<file path="src/rtl/swf_pkg.sv">
// swf_pkg: shared types and constants of the streaming word filter
`timescale 1ns / 1ps

package swf_pkg;

	localparam int NUM_LETTERS = 26;
	localparam int LETTER_W    = 5;
	localparam int LEN_W       = 6;
	localparam int PCNT_W      = 5;
	localparam int WCNT_W      = 6;
	localparam int MODE_W      = 3;

	localparam logic [PCNT_W-1:0] PCNT_MAX = '1;
	localparam logic [WCNT_W-1:0] WCNT_MAX = '1;

	// register indexes on the configuration port
	localparam logic REG_FILTER_MODE   = 1'b0;
	localparam logic REG_TARGET_LENGTH = 1'b1;

	typedef enum logic [MODE_W-1:0] {
		MODE_CONTAINS = 3'd0,
		MODE_EXCLUDES = 3'd1,
		MODE_LENGTH   = 3'd2,
		MODE_PREFIX   = 3'd3,
		MODE_SUFFIX   = 3'd4,
		MODE_INTERIOR = 3'd5,
		MODE_ANYWHERE = 3'd6
	} mode_t;

	typedef enum logic [1:0] {
		ST_OK        = 2'd0,
		ST_TRUNCATED = 2'd1,
		ST_TOO_LONG  = 2'd2
	} status_t;

	localparam logic ACT_PATTERN = 1'b0;
	localparam logic ACT_WORD    = 1'b1;

endpackage

</file>
<file path="src/rtl/swf_item_if.sv">
// swf_item_if: letter channel into the word filter
`timescale 1ns / 1ps

interface swf_item_if;
	logic                          valid;
	logic                          ready;
	logic                          action;
	logic [swf_pkg::LETTER_W-1:0]  letter;
	logic                          last;

	modport source (output valid, output action, output letter, output last, input ready);
	modport sink   (input valid, input action, input letter, input last, output ready);
endinterface

</file>
<file path="src/rtl/swf_result_if.sv">
// swf_result_if: verdict channel out of the word filter
`timescale 1ns / 1ps

interface swf_result_if;
	logic                       valid;
	logic                       ready;
	logic                       accept;
	logic [swf_pkg::LEN_W-1:0]  word_length;
	swf_pkg::status_t           status;

	modport source (output valid, output accept, output word_length, output status, input ready);
	modport sink   (input valid, input accept, input word_length, input status, output ready);
endinterface

</file>
<file path="src/rtl/streaming_word_filter_core.sv">
// streaming_word_filter_core: letter-stream word filter with pattern and verdict logic
`timescale 1ns / 1ps

// channel   dir  transfer moves                          handshake
// item      in   action, letter, last (one letter)      valid / ready
// result    out  accept, word_length, status (per word) valid / ready
// apb       in   filter_mode, target_length writes      psel / penable / pready
//
// one letter per cycle unless a word-ending letter is held: a letter lands in the
// input register, and the match, count and verdict logic then write the state and
// the result register
// a word-ending letter passes through the input register before the result
// register loads, and the result transfer is made from the result register
// a word-ending letter waits in the input register only while the result
// register is full and not being taken; other letters keep flowing
// async active-low reset clears control state; the pattern store is not reset

module streaming_word_filter_core #(
	parameter int MAX_PATTERN = 16,
	parameter int MAX_WORD    = 32
) (
	input  logic                clk,
	input  logic                arst_n,
	swf_item_if.sink            item,
	swf_result_if.source        result,
	input  logic                psel,
	input  logic                penable,
	input  logic                pwrite,
	input  logic [2:0]          paddr,
	input  logic [31:0]         pwdata,
	output logic [31:0]         prdata,
	output logic                pready
);

	localparam int PL_W  = $clog2(MAX_PATTERN + 1);
	localparam int PI_W  = (MAX_PATTERN > 1) ? $clog2(MAX_PATTERN) : 1;
	localparam int LEN_W = swf_pkg::LEN_W;
	localparam int NL    = swf_pkg::NUM_LETTERS;

	localparam logic [LEN_W-1:0] MAX_WORD_L    = LEN_W'(MAX_WORD);
	localparam logic [LEN_W-1:0] MAX_PATTERN_L = LEN_W'(MAX_PATTERN);
	localparam logic [PL_W-1:0]  MAX_PATTERN_P = PL_W'(MAX_PATTERN);

	// configuration registers
	logic [swf_pkg::MODE_W-1:0] mode_q;
	logic [LEN_W-1:0]           target_len_q;

	// input register
	logic                         valid_s1;
	logic                         action_s1;
	logic [swf_pkg::LETTER_W-1:0] letter_s1;
	logic                         last_s1;

	// pattern state
	logic [swf_pkg::LETTER_W-1:0] store_q [MAX_PATTERN];
	logic [PL_W-1:0]              plen_q;
	logic [swf_pkg::PCNT_W-1:0]   pcnt_q [NL];
	logic                         pclosed_q;
	logic                         ptrunc_q;

	// word state; match_q[j] means pattern letters 0..j end at the newest letter
	logic [swf_pkg::WCNT_W-1:0]   wcnt_q [NL];
	logic [LEN_W-1:0]             wlen_q;
	logic [MAX_PATTERN-1:0]       match_q;
	logic                         prefix_ok_q;
	logic                         found_any_q;
	logic                         found_int_q;
	logic                         too_long_q;

	// result register
	logic                         res_valid_q;
	logic                         res_accept_q;
	logic [LEN_W-1:0]             res_len_q;
	swf_pkg::status_t             res_status_q;

	logic                         produces;
	logic                         advance;
	logic                         take_in;

	// next-state values
	logic [PL_W-1:0]              pl_base;
	logic [PL_W-1:0]              plen_nx;
	logic                         ptrunc_nx;
	logic                         store_we;
	logic [PI_W-1:0]              store_wa;
	logic [swf_pkg::PCNT_W-1:0]   pcnt_nx [NL];
	logic [swf_pkg::WCNT_W-1:0]   wcnt_nx [NL];
	logic [LEN_W-1:0]             wlen_nx;
	logic [MAX_PATTERN-1:0]       match_nx;
	logic [PI_W-1:0]              pidx;
	logic                         ends_here;
	logic                         prefix_nx;
	logic                         found_any_nx;
	logic                         found_int_nx;
	logic                         too_long_nx;
	logic                         has_all;
	logic                         empty_pat;
	logic                         verdict;
	swf_pkg::status_t             status_nx;

	// ---------------------------------------------------------------
	// handshake: only a word-ending letter needs room in the result register
	// ---------------------------------------------------------------
	assign produces   = action_s1 && last_s1;
	assign advance    = valid_s1 && (!produces || !res_valid_q || result.ready);
	assign item.ready = !valid_s1 || advance;
	assign take_in    = item.valid && item.ready;

	assign result.valid       = res_valid_q;
	assign result.accept      = res_accept_q;
	assign result.word_length = res_len_q;
	assign result.status      = res_status_q;

	// ---------------------------------------------------------------
	// configuration port
	// ---------------------------------------------------------------
	assign pready = 1'b1;

	always_comb begin
		prdata = '0;
		case (paddr[2])
			swf_pkg::REG_FILTER_MODE:   prdata = 32'(mode_q);
			swf_pkg::REG_TARGET_LENGTH: prdata = 32'(target_len_q);
			default:                    prdata = '0;
		endcase
	end

	always_ff @(posedge clk or negedge arst_n) begin
		if (!arst_n) begin
			mode_q       <= '0;
			target_len_q <= '0;
		end else if (psel && penable && pwrite && pready) begin
			case (paddr[2])
				swf_pkg::REG_FILTER_MODE:   mode_q       <= pwdata[swf_pkg::MODE_W-1:0];
				swf_pkg::REG_TARGET_LENGTH: target_len_q <= pwdata[LEN_W-1:0];
				default:                    ;
			endcase
		end
	end

	// ---------------------------------------------------------------
	// pattern side: a letter after a closed pattern starts a fresh one
	// ---------------------------------------------------------------
	always_comb begin
		pl_base   = pclosed_q ? '0 : plen_q;
		ptrunc_nx = pclosed_q ? 1'b0 : ptrunc_q;
		store_we  = 1'b0;
		store_wa  = pl_base[PI_W-1:0];
		plen_nx   = pl_base;
		if (pl_base < MAX_PATTERN_P) begin
			store_we = 1'b1;
			plen_nx  = pl_base + PL_W'(1);
		end else begin
			ptrunc_nx = 1'b1;
		end
		for (int k = 0; k < NL; k++) begin
			pcnt_nx[k] = pclosed_q ? '0 : pcnt_q[k];
			// codes above z are stored but not counted
			if (letter_s1 == swf_pkg::LETTER_W'(k) && pcnt_nx[k] != swf_pkg::PCNT_MAX)
				pcnt_nx[k] = pcnt_nx[k] + swf_pkg::PCNT_W'(1);
		end
	end

	// ---------------------------------------------------------------
	// word side: shift-and matcher, prefix tracker, counters
	// ---------------------------------------------------------------
	assign pidx      = PI_W'(plen_q - PL_W'(1));
	assign empty_pat = (plen_q == '0);

	always_comb begin
		for (int j = 0; j < MAX_PATTERN; j++) begin
			if (j == 0)
				match_nx[j] = (store_q[j] == letter_s1);
			else
				match_nx[j] = match_q[j-1] && (store_q[j] == letter_s1);
		end

		// occurrence that ended one letter ago, did not start at the first
		// letter, and now has a letter after it
		found_int_nx = found_int_q;
		if (!empty_pat && wlen_q > LEN_W'(plen_q) && match_q[pidx])
			found_int_nx = 1'b1;

		prefix_nx = prefix_ok_q;
		if (wlen_q < LEN_W'(plen_q) && wlen_q < MAX_PATTERN_L &&
		    store_q[wlen_q[PI_W-1:0]] != letter_s1)
			prefix_nx = 1'b0;

		for (int k = 0; k < NL; k++) begin
			wcnt_nx[k] = wcnt_q[k];
			if (letter_s1 == swf_pkg::LETTER_W'(k) && wcnt_q[k] != swf_pkg::WCNT_MAX)
				wcnt_nx[k] = wcnt_q[k] + swf_pkg::WCNT_W'(1);
		end

		too_long_nx = too_long_q;
		wlen_nx     = wlen_q;
		if (wlen_q >= MAX_WORD_L)
			too_long_nx = 1'b1;
		else
			wlen_nx = wlen_q + LEN_W'(1);

		ends_here = (wlen_nx >= LEN_W'(plen_q)) && (empty_pat || match_nx[pidx]);

		found_any_nx = found_any_q || ends_here;
	end

	// ---------------------------------------------------------------
	// verdict at the last letter of a word
	// ---------------------------------------------------------------
	always_comb begin
		has_all = 1'b1;
		for (int k = 0; k < NL; k++) begin
			if (wcnt_nx[k] < {1'b0, pcnt_q[k]})
				has_all = 1'b0;
		end

		case (mode_q)
			swf_pkg::MODE_CONTAINS: verdict = has_all;
			swf_pkg::MODE_EXCLUDES: verdict = !has_all;
			swf_pkg::MODE_LENGTH:   verdict = (wlen_nx == target_len_q);
			swf_pkg::MODE_PREFIX:
				verdict = empty_pat || (prefix_nx && wlen_nx >= LEN_W'(plen_q));
			swf_pkg::MODE_SUFFIX:   verdict = empty_pat || ends_here;
			swf_pkg::MODE_INTERIOR: verdict = empty_pat || found_int_nx;
			swf_pkg::MODE_ANYWHERE: verdict = empty_pat || found_any_nx;
			default:                verdict = 1'b0;
		endcase

		// an overlong word is always rejected and outranks a truncated pattern
		if (too_long_nx) begin
			status_nx = swf_pkg::ST_TOO_LONG;
			verdict   = 1'b0;
		end else if (ptrunc_q) begin
			status_nx = swf_pkg::ST_TRUNCATED;
		end else begin
			status_nx = swf_pkg::ST_OK;
		end
	end

	// ---------------------------------------------------------------
	// input register
	// ---------------------------------------------------------------
	always_ff @(posedge clk or negedge arst_n) begin
		if (!arst_n) begin
			valid_s1 <= 1'b0;
		end else if (take_in) begin
			valid_s1 <= 1'b1;
		end else if (advance) begin
			valid_s1 <= 1'b0;
		end
	end

	always_ff @(posedge clk) begin
		if (take_in) begin
			action_s1 <= item.action;
			letter_s1 <= item.letter;
			last_s1   <= item.last;
		end
	end

	// pattern store holds garbage until written; only stored entries matter
	always_ff @(posedge clk) begin
		if (advance && action_s1 == swf_pkg::ACT_PATTERN && store_we)
			store_q[store_wa] <= letter_s1;
	end

	// ---------------------------------------------------------------
	// filter state
	// ---------------------------------------------------------------
	always_ff @(posedge clk or negedge arst_n) begin
		if (!arst_n) begin
			plen_q      <= '0;
			pclosed_q   <= 1'b1;
			ptrunc_q    <= 1'b0;
			wlen_q      <= '0;
			match_q     <= '0;
			prefix_ok_q <= 1'b1;
			found_any_q <= 1'b0;
			found_int_q <= 1'b0;
			too_long_q  <= 1'b0;
			for (int k = 0; k < NL; k++) begin
				pcnt_q[k] <= '0;
				wcnt_q[k] <= '0;
			end
		end else if (advance) begin
			if (action_s1 == swf_pkg::ACT_PATTERN || last_s1) begin
				// a pattern letter drops any partial word; a word end starts over
				wlen_q      <= '0;
				match_q     <= '0;
				prefix_ok_q <= 1'b1;
				found_any_q <= 1'b0;
				found_int_q <= 1'b0;
				too_long_q  <= 1'b0;
				for (int k = 0; k < NL; k++)
					wcnt_q[k] <= '0;
			end else begin
				wlen_q      <= wlen_nx;
				match_q     <= match_nx;
				prefix_ok_q <= prefix_nx;
				found_any_q <= found_any_nx;
				found_int_q <= found_int_nx;
				too_long_q  <= too_long_nx;
				for (int k = 0; k < NL; k++)
					wcnt_q[k] <= wcnt_nx[k];
			end

			if (action_s1 == swf_pkg::ACT_PATTERN) begin
				plen_q    <= plen_nx;
				ptrunc_q  <= ptrunc_nx;
				pclosed_q <= last_s1;
				for (int k = 0; k < NL; k++)
					pcnt_q[k] <= pcnt_nx[k];
			end else begin
				// any word letter closes an unfinished pattern
				pclosed_q <= 1'b1;
			end
		end
	end

	// ---------------------------------------------------------------
	// result register
	// ---------------------------------------------------------------
	always_ff @(posedge clk or negedge arst_n) begin
		if (!arst_n) begin
			res_valid_q <= 1'b0;
		end else if (advance && produces) begin
			res_valid_q <= 1'b1;
		end else if (result.ready) begin
			res_valid_q <= 1'b0;
		end
	end

	always_ff @(posedge clk) begin
		if (advance && produces) begin
			res_accept_q <= verdict;
			res_len_q    <= wlen_nx;
			res_status_q <= status_nx;
		end
	end

	// ---------------------------------------------------------------
	// assertions
	// ---------------------------------------------------------------
	a_too_long_rejects: assert property (@(posedge clk) disable iff (!arst_n)
		res_valid_q && res_status_q == swf_pkg::ST_TOO_LONG |-> !res_accept_q)
		else $error("overlong word given an accept");

	a_len_bounded: assert property (@(posedge clk) disable iff (!arst_n)
		res_valid_q |-> res_len_q <= MAX_WORD_L)
		else $error("word length beyond maximum");

	a_plen_bounded: assert property (@(posedge clk) disable iff (!arst_n)
		plen_q <= MAX_PATTERN_P)
		else $error("pattern length beyond store depth");

	a_pattern_clears_word: assert property (@(posedge clk) disable iff (!arst_n)
		advance && action_s1 == swf_pkg::ACT_PATTERN |=> wlen_q == '0 && match_q == '0)
		else $error("word state kept across a pattern letter");

	a_result_held_on_stall: assert property (@(posedge clk) disable iff (!arst_n)
		res_valid_q && !result.ready |=> res_valid_q && $stable(res_len_q))
		else $error("pending result overwritten");

endmodule
</file>
<file path="src/flat_wrapper.sv">
// flat-port wrapper written by rule: the top's interface ports become plain ports
module streaming_word_filter_core_flat 
#(
	parameter int MAX_PATTERN = 16,
	parameter int MAX_WORD    = 32
)
  (clk, arst_n, psel, penable, pwrite, paddr, pwdata, prdata, pready, item_valid, item_action, item_letter, item_last, item_ready, result_valid, result_accept, result_word_length, result_status, result_ready);
  swf_item_if item_i ();
  swf_result_if result_i ();
  input  logic clk;
  input  logic arst_n;
  input  logic psel;
  input  logic penable;
  input  logic pwrite;
  input  logic [2:0] paddr;
  input  logic [31:0] pwdata;
  output logic [31:0] prdata;
  output logic pready;
  input wire logic [$bits(item_i.valid)-1:0] item_valid;
  input wire logic [$bits(item_i.action)-1:0] item_action;
  input wire logic [$bits(item_i.letter)-1:0] item_letter;
  input wire logic [$bits(item_i.last)-1:0] item_last;
  output wire logic [$bits(item_i.ready)-1:0] item_ready;
  output wire logic [$bits(result_i.valid)-1:0] result_valid;
  output wire logic [$bits(result_i.accept)-1:0] result_accept;
  output wire logic [$bits(result_i.word_length)-1:0] result_word_length;
  output wire logic [$bits(result_i.status)-1:0] result_status;
  input wire logic [$bits(result_i.ready)-1:0] result_ready;
  assign item_i.valid = item_valid;
  assign item_i.action = item_action;
  assign item_i.letter = item_letter;
  assign item_i.last = item_last;
  assign item_ready = item_i.ready;
  assign result_valid = result_i.valid;
  assign result_accept = result_i.accept;
  assign result_word_length = result_i.word_length;
  assign result_status = result_i.status;
  assign result_i.ready = result_ready;
  streaming_word_filter_core #(.MAX_PATTERN(MAX_PATTERN), .MAX_WORD(MAX_WORD)) u_core (.clk(clk), .arst_n(arst_n), .item(item_i), .result(result_i), .psel(psel), .penable(penable), .pwrite(pwrite), .paddr(paddr), .pwdata(pwdata), .prdata(prdata), .pready(pready));
endmodule
</file>
<file path="config.mk">
export PLATFORM = sky130hd
export DESIGN_NAME = streaming_word_filter_core_flat
export DESIGN_NICKNAME = d
export VERILOG_FILES = /design/src/rtl/swf_pkg.sv /design/src/rtl/swf_item_if.sv /design/src/rtl/swf_result_if.sv /design/src/rtl/streaming_word_filter_core.sv /design/src/flat_wrapper.sv
export SDC_FILE = /design/constraint.sdc
export NUM_CORES = 1
export LEC_CHECK = 0
export BUFFER_PORTS_ARGS = -buffer_cell sky130_fd_sc_hd__buf_2
export CORE_MARGIN = 3
export CORE_UTILIZATION = 60
export CTS_BUF_LIST = sky130_fd_sc_hd__clkbuf_16
export DETAILED_ROUTE_END_ITERATION = 6
export PLACE_DENSITY = 0.8
export SETUP_SLACK_MARGIN = 0.02
export SLEW_MARGIN = 20
export SYNTH_ARGS = -nofsm -noshare
export SYNTH_HDL_FRONTEND = slang
export SYNTH_SLANG_ARGS = --single-unit
</file>
<file path="constraint.sdc">
create_clock -name clk -period 5.5 [get_ports clk]
set_input_delay 0.275 -clock clk [delete_from_list [all_inputs] [get_ports clk]]
set_output_delay 0.275 -clock clk [all_outputs]
set_load 0.005 [all_outputs]
</file>
# After elaboration in Yosys (flattened, before gate mapping)
# Memory sizes are Yosys's and may differ from the RTL's.
# Cells that the tools add are included.
# totals
word_cells	503
mem_bits_rw	80
mem_count	1
reg_bits	346
in_bits	49
# memory_table
memory	depth	word_bits	rd	rd_ports_with_merged_regs	wr	line_no	rtl
u_core.store_q	16	5	17	0	1	streaming_word_filter_core.sv:55	logic [swf_pkg::LETTER_W-1:0] store_q [MAX_PATTERN];
# classes
eq_ne	102
addsub	55
magnitude_cmp	33
muxes	134
reduce_logical	105
bitwise	2
# op_table
operator	count
5-bit two-way mux	54
6-bit two-way mux	28
6-bit by 1-bit adder with 6-bit output, second input constant	27
6-bit by 5-bit < comparator with 1-bit output	27
156-bit two-way mux	1
6-bit inequality test, second input constant	26
5-bit by 1-bit adder with 5-bit output, second input constant	27
5-bit inequality test, second input constant	26
1-bit logical AND	81
5-bit equality test	16
32-bit one-hot mux with 2 select lines	1
5-bit equality test, second input constant	10
1-bit two-way mux	46
5-bit by 4-bit equality test with 1-bit output, second input constant	8
5-bit by 3-bit equality test with 1-bit output, second input constant	4
16-bit two-way mux	1
5-bit by 2-bit equality test with 1-bit output, second input constant	2
5-bit logical NOT	2
1-bit logical OR	10
3-bit equality test, second input constant	3
1-bit binary-select mux with 4-bit select	2
1-bit one-hot mux with 7 select lines	1
3-bit by 2-bit equality test with 1-bit output, second input constant	2
6-bit equality test	1
other kinds (17)	25

# Logic depth before layout (Yosys ltp)
# depth
word_depth	32
ltp_mapped	17

# Worst setup path after synthesis
# No wires, ideal clock.
# synth_path
path_kind	reg-to-reg
start	register u_core.letter_s1[2] (netlist name)
end	register u_core.res_accept_q (netlist: u_core.result.accept), data pin
path_stages_with_launch	16
arrival_time_ps	3717
n_path_buf	1
path_slack_ps	1524
setup_ps	259
required_time_ps	5241
path_cell_list	edfxtp_1 buf_6 or3b_4 a311oi_4 nand4_1 xnor2_1 ha_1 nor2b_1 o21ai_0 or4bb_1 o32ai_1 nor4_1 nand4_1 nor4b_4 mux2i_1 a211o_1
# synth_via
elab_chain_len	32
elab_cells_between_ends	175
classes_between	order compare (26); eq/ne (42); mux (56); reduce/logical (51)
# synth_rtl
element	line_no	rtl
start, declared	streaming_word_filter_core.sv:51	logic [swf_pkg::LETTER_W-1:0] letter_s1;
start signal, assigned	streaming_word_filter_core.sv:256	letter_s1 <= item.letter;
5-bit logical NOT	streaming_word_filter_core.sv:191	if (letter_s1 == swf_pkg::LETTER_W'(k) && wcnt_q[k] != swf_pkg::WCNT_MAX)
1-bit logical AND	streaming_word_filter_core.sv:191	
6-bit two-way mux	streaming_word_filter_core.sv:191	
6-bit by 5-bit < comparator with 1-bit output	streaming_word_filter_core.sv:213	if (wcnt_nx[k] < {1'b0, pcnt_q[k]})
1-bit two-way mux (26 in series)	streaming_word_filter_core.sv:213	
1-bit logical NOT	streaming_word_filter_core.sv:219	swf_pkg::MODE_EXCLUDES: verdict = !has_all;
1-bit one-hot mux with 7 select lines (*)	streaming_word_filter_core.sv:217	case (mode_q)
end signal, assigned	streaming_word_filter_core.sv:335	res_accept_q <= verdict;
end, declared	streaming_word_filter_core.sv:72	logic res_accept_q;
# Every way passes the cells marked *; elsewhere a longest branch is shown, timed or not. The select of a mux whose other input is x is not followed.
# A chain may end at the register's enable or synchronous reset.

# Worst setup path after layout
# layout_path
start	register u_core.letter_s1[0] (netlist name)
end	register u_core.res_accept_q (netlist: u_core.result.accept), data pin
# The elaborated chain is that of the path after synthesis.

==> flow_summary.yaml <==
outcome:
  status: "finished, final reports clean"
sta:
  worstMarginPinSlew_ns: 1.14
  post-route-period-util: 0.951
  hold_viol: 0
  finalSetupViolations: 0
  hold_ws_ns: 0.0633
  min_period_ns: 5.23
  grt_setup_unrepaired: "false"
  setup_ws_ns: 0.267
  max_freq_mhz: 191
  relSlewSlack: 0.243
  tns_ns: 0
  slew_viol_final: 0
  finClkSkew_ns: 0.0301
cells_and_area:
  drive_gt1_frac: 0.0919
  multiInputGateArea_sq_um: 14400
  fin_util: 0.668
  seqCellArea_sq_um: 11100
  final_cell_mix: "328 x dfrtp_1, 305 x nand2_1, 200 x ha_1"
  num-nets-final: 2931
  fillers: 3232
  layout_commonest_cell: "dfrtp_1"
  fin_cells: 3307
  area_delta_synth_final_pct: 9.02
floorplan:
  num_io_pins: 93
  fp.dieW_um: 217
  core_area_sq_um: 43500
  core.rowCount: 76
  start_util: 0.612
  dieArea_sq_um: 46900
  chipHeight_um: 217
global_routing:
  grt_max_degree: 112
  grt_pass1_vias: 20600
  grt_use_total: 0.270
  grt_pass1_wl_mm: 105
  overflow: 0
  grt_antenna_before_repair: 0
clock_network:
  cts-root-buf: "clkbuf_16"
  clock_path_buffers: 3
  clkLatencyLatePin_ns: 0.60
  tritoncts: "done"
  cts_inserted_buffers: 47
  path_clk_slew_ns: 0.06
  clkSinkCount: 426
  htreeDepth: 2
detailed_routing:
  via_per_inst: 6.21
  vias: 20500
  route.met3.wl_mm: 4.05
  final_antenna_net_count: 0
  firstDrtPassIters: 6
  drt_wl_total_mm: 63.5
  drt-initial-drc-count: 1710
  drc: 0
  top_layer: "met4"
  wl_met1_mm: 26.6
  wl_per_cell_um: 19.2
  dr_wl_met2_mm: 30.8
placement:
  hpwlAfterDp_mm: 42.3
  place_inst: 3194
  routabilityCongestion: 0.882
  io_buffers: 37
  post-place-ws_ns: 0.343
setup_path:
  cp-start-kind: "flop"
  path_max_fanout: 16
  path_class: "flop to flop"
  cp.required_ns: 5.85
  cp_data_arrival_time_ns: 5.59
  setup.worst_path.end_class: "flop"
synthesis:
  synth_edf_count: 96
  ys_seq_area_frac: 0.419
  synth_cell_types: 81
  synthFlopType: "dfrtp_1"
  synth_area_per_cell_sq_um: 10.0
  yosys_register_bits: 426
  syn_area_sq_um: 26600
  synthArstFlopShare: 0.775
  ys.warnings.count: 0
  netlist_instances: 2657
power:
  p_comb_frac: 0.104
  switchingPower_uw: 1890
  p_leak_uw: 0.0126
  power_frac_clock: 0.431
  sw_frac_of_total: 0.260
  internal-power_uw: 5380
  ir_drop_uv: 287
  p_per_area_nw_per_um2: 251
  seq_power_share: 0.465
worst_hold_path:
  worstHoldPathType: "input pin to flop"
flow_run:
  drv_cap: 0
==> repair_timing <==
| action | 4_1_cts | 5_1_grt |
|---|---|---|
| hold buffers | 15 | 0 |
| setup endpoints to repair | 0 | 1 |
| resized for setup | 0 | 0 |
| hold endpoints to repair | 125 | 0 |
| buffers inserted | 0 | 9 |
==> stage by stage <==
stage | power [uW] | instance area, sq um
floorplan | 3910 | 26700
global placement | 4130 | 27200
detailed placement | 4160 | 27200
CTS | 7300 | 28900
global route | 7520 | 29000
finish | 7270 | 29000
==> logic make-up (layout without fill, tap and decap cells) <==
group | Yosys count | after routing | synth area share
xor+xnor | 294 | 294 | 0.0967
buf+inv | 280 | 319 | 0.0456
mux | 77 | 77 | 0.0424
flops | 426 | 426 | 0.419
simple gates | 838 | 838 | 0.152
fa+ha+maj | 201 | 201 | 0.0944
compound gates | 539 | 539 | 0.149
other cells | 2 | 28 | 0.000282
==> layer usage <==
metal	vias to the layer above	GRT usage
li1	9521	-
met1	10200	0.358
met2	683	0.453
met3	149	0.0405
met4	0	0.101
met5	-	0
==> worst max-delay path, stage by stage (launching register included) <==
cell,delay (ns)
edfxtp_1,0.89
nand3_1,0.20
buf_4,0.23
a211oi_2,0.39
mux2_2,0.41
ha_1,0.29
o21a_1,0.13
o21a_1,0.13
o21ai_0,0.08
a21oi_1,0.18
o32ai_1,0.15
nor4_1,0.60
buf_4,0.23
nand4_1,0.23
nor4b_4,0.42
mux2i_1,0.13
a211o_1,0.29
==> Yosys cell counts (9+ instances only) <==
| cell | instances | share of area |
|---|---|---|
| a211oi_1 | 11 | 0.0031 |
| a21o_1 | 45 | 0.013 |
| a21oi_1 | 51 | 0.0096 |
| a22o_1 | 145 | 0.048 |
| a31oi_1 | 12 | 0.0028 |
| and2_1 | 11 | 0.0026 |
| and3_1 | 31 | 0.0073 |
| and4_1 | 9 | 0.0030 |
| buf_1 | 12 | 0.0017 |
| buf_2 | 10 | 0.0019 |
| buf_4 | 34 | 0.0096 |
| clkbuf_1 | 84 | 0.012 |
| dfrtp_1 | 328 | 0.31 |
| edfxtp_1 | 96 | 0.11 |
| ha_1 | 200 | 0.094 |
| inv_1 | 137 | 0.019 |
| mux2_2 | 36 | 0.015 |
| mux2i_1 | 16 | 0.0060 |
| mux4_2 | 25 | 0.021 |
| nand2_1 | 307 | 0.043 |
| nand2b_1 | 10 | 0.0024 |
| nand3_1 | 41 | 0.0077 |
| nand3b_1 | 12 | 0.0034 |
| nand4_1 | 76 | 0.018 |
| nor2_1 | 174 | 0.025 |
| nor2b_1 | 33 | 0.0078 |
| nor3_1 | 70 | 0.013 |
| nor4_1 | 27 | 0.0063 |
| o21a_1 | 15 | 0.0042 |
| o21ai_0 | 145 | 0.027 |
| o31ai_1 | 32 | 0.0090 |
| or2_2 | 9 | 0.0021 |
| xnor2_1 | 152 | 0.050 |
| xor2_1 | 142 | 0.047 |
==> area by class of cell <==
cell class / count / share of cell area
multi-input combinational: 1976 / 0.496
sequential: 426 / 0.384
clock buffer: 48 / 0.0414
tap: 585 / 0.0252
timing repair buffer: 94 / 0.0241
inverter: 137 / 0.0177
clock inverter: 40 / 0.0114
antenna: 1 / 0.0000862
==> worst paths after layout <==
kind	from	endpoint	slack [ns]	cells past startpoint
setup / recovery	u_core.letter_s1[0]	u_core.result.accept	0.27	16
hold / removal	result_ready	u_core.result.valid	0.06	3
setup reg to reg	u_core.letter_s1[0]	u_core.result.accept	0.27	16
hold reg to reg	u_core.prefix_ok_q	u_core.prefix_ok_q	0.47	2
max in group asynchronous	arst_n	u_core.pcnt_q[23]	3.81	3
min in group asynchronous	arst_n	u_core.pcnt_q[58]	0.35	2
==> registers in the layout, indices dropped and copies added (netlist names), 2 cells and up <==
register,flops
u_core.match_q,16
u_core.store_q,80
u_core.wlen_q,6
u_core.pcnt_q,130
u_core.mode_q,3
u_core.plen_q,5
u_core.wcnt_q,156
u_core.target_len_q,6
u_core.letter_s1,5
u_core.result.word_length,6
u_core.result.status,2
==> power by group through the flow <==
stage | Combinational (uW) | Clock (uW) | Sequential [uW]
detailed placement | 719 | 0 | 3440
global route | 820 | 3310 | 3390
global placement | 698 | 0 | 3440
finish | 753 | 3140 | 3380
floorplan | 520 | 0 | 3390
CTS | 734 | 3180 | 3380
Power figures use the tool's default switching activity.
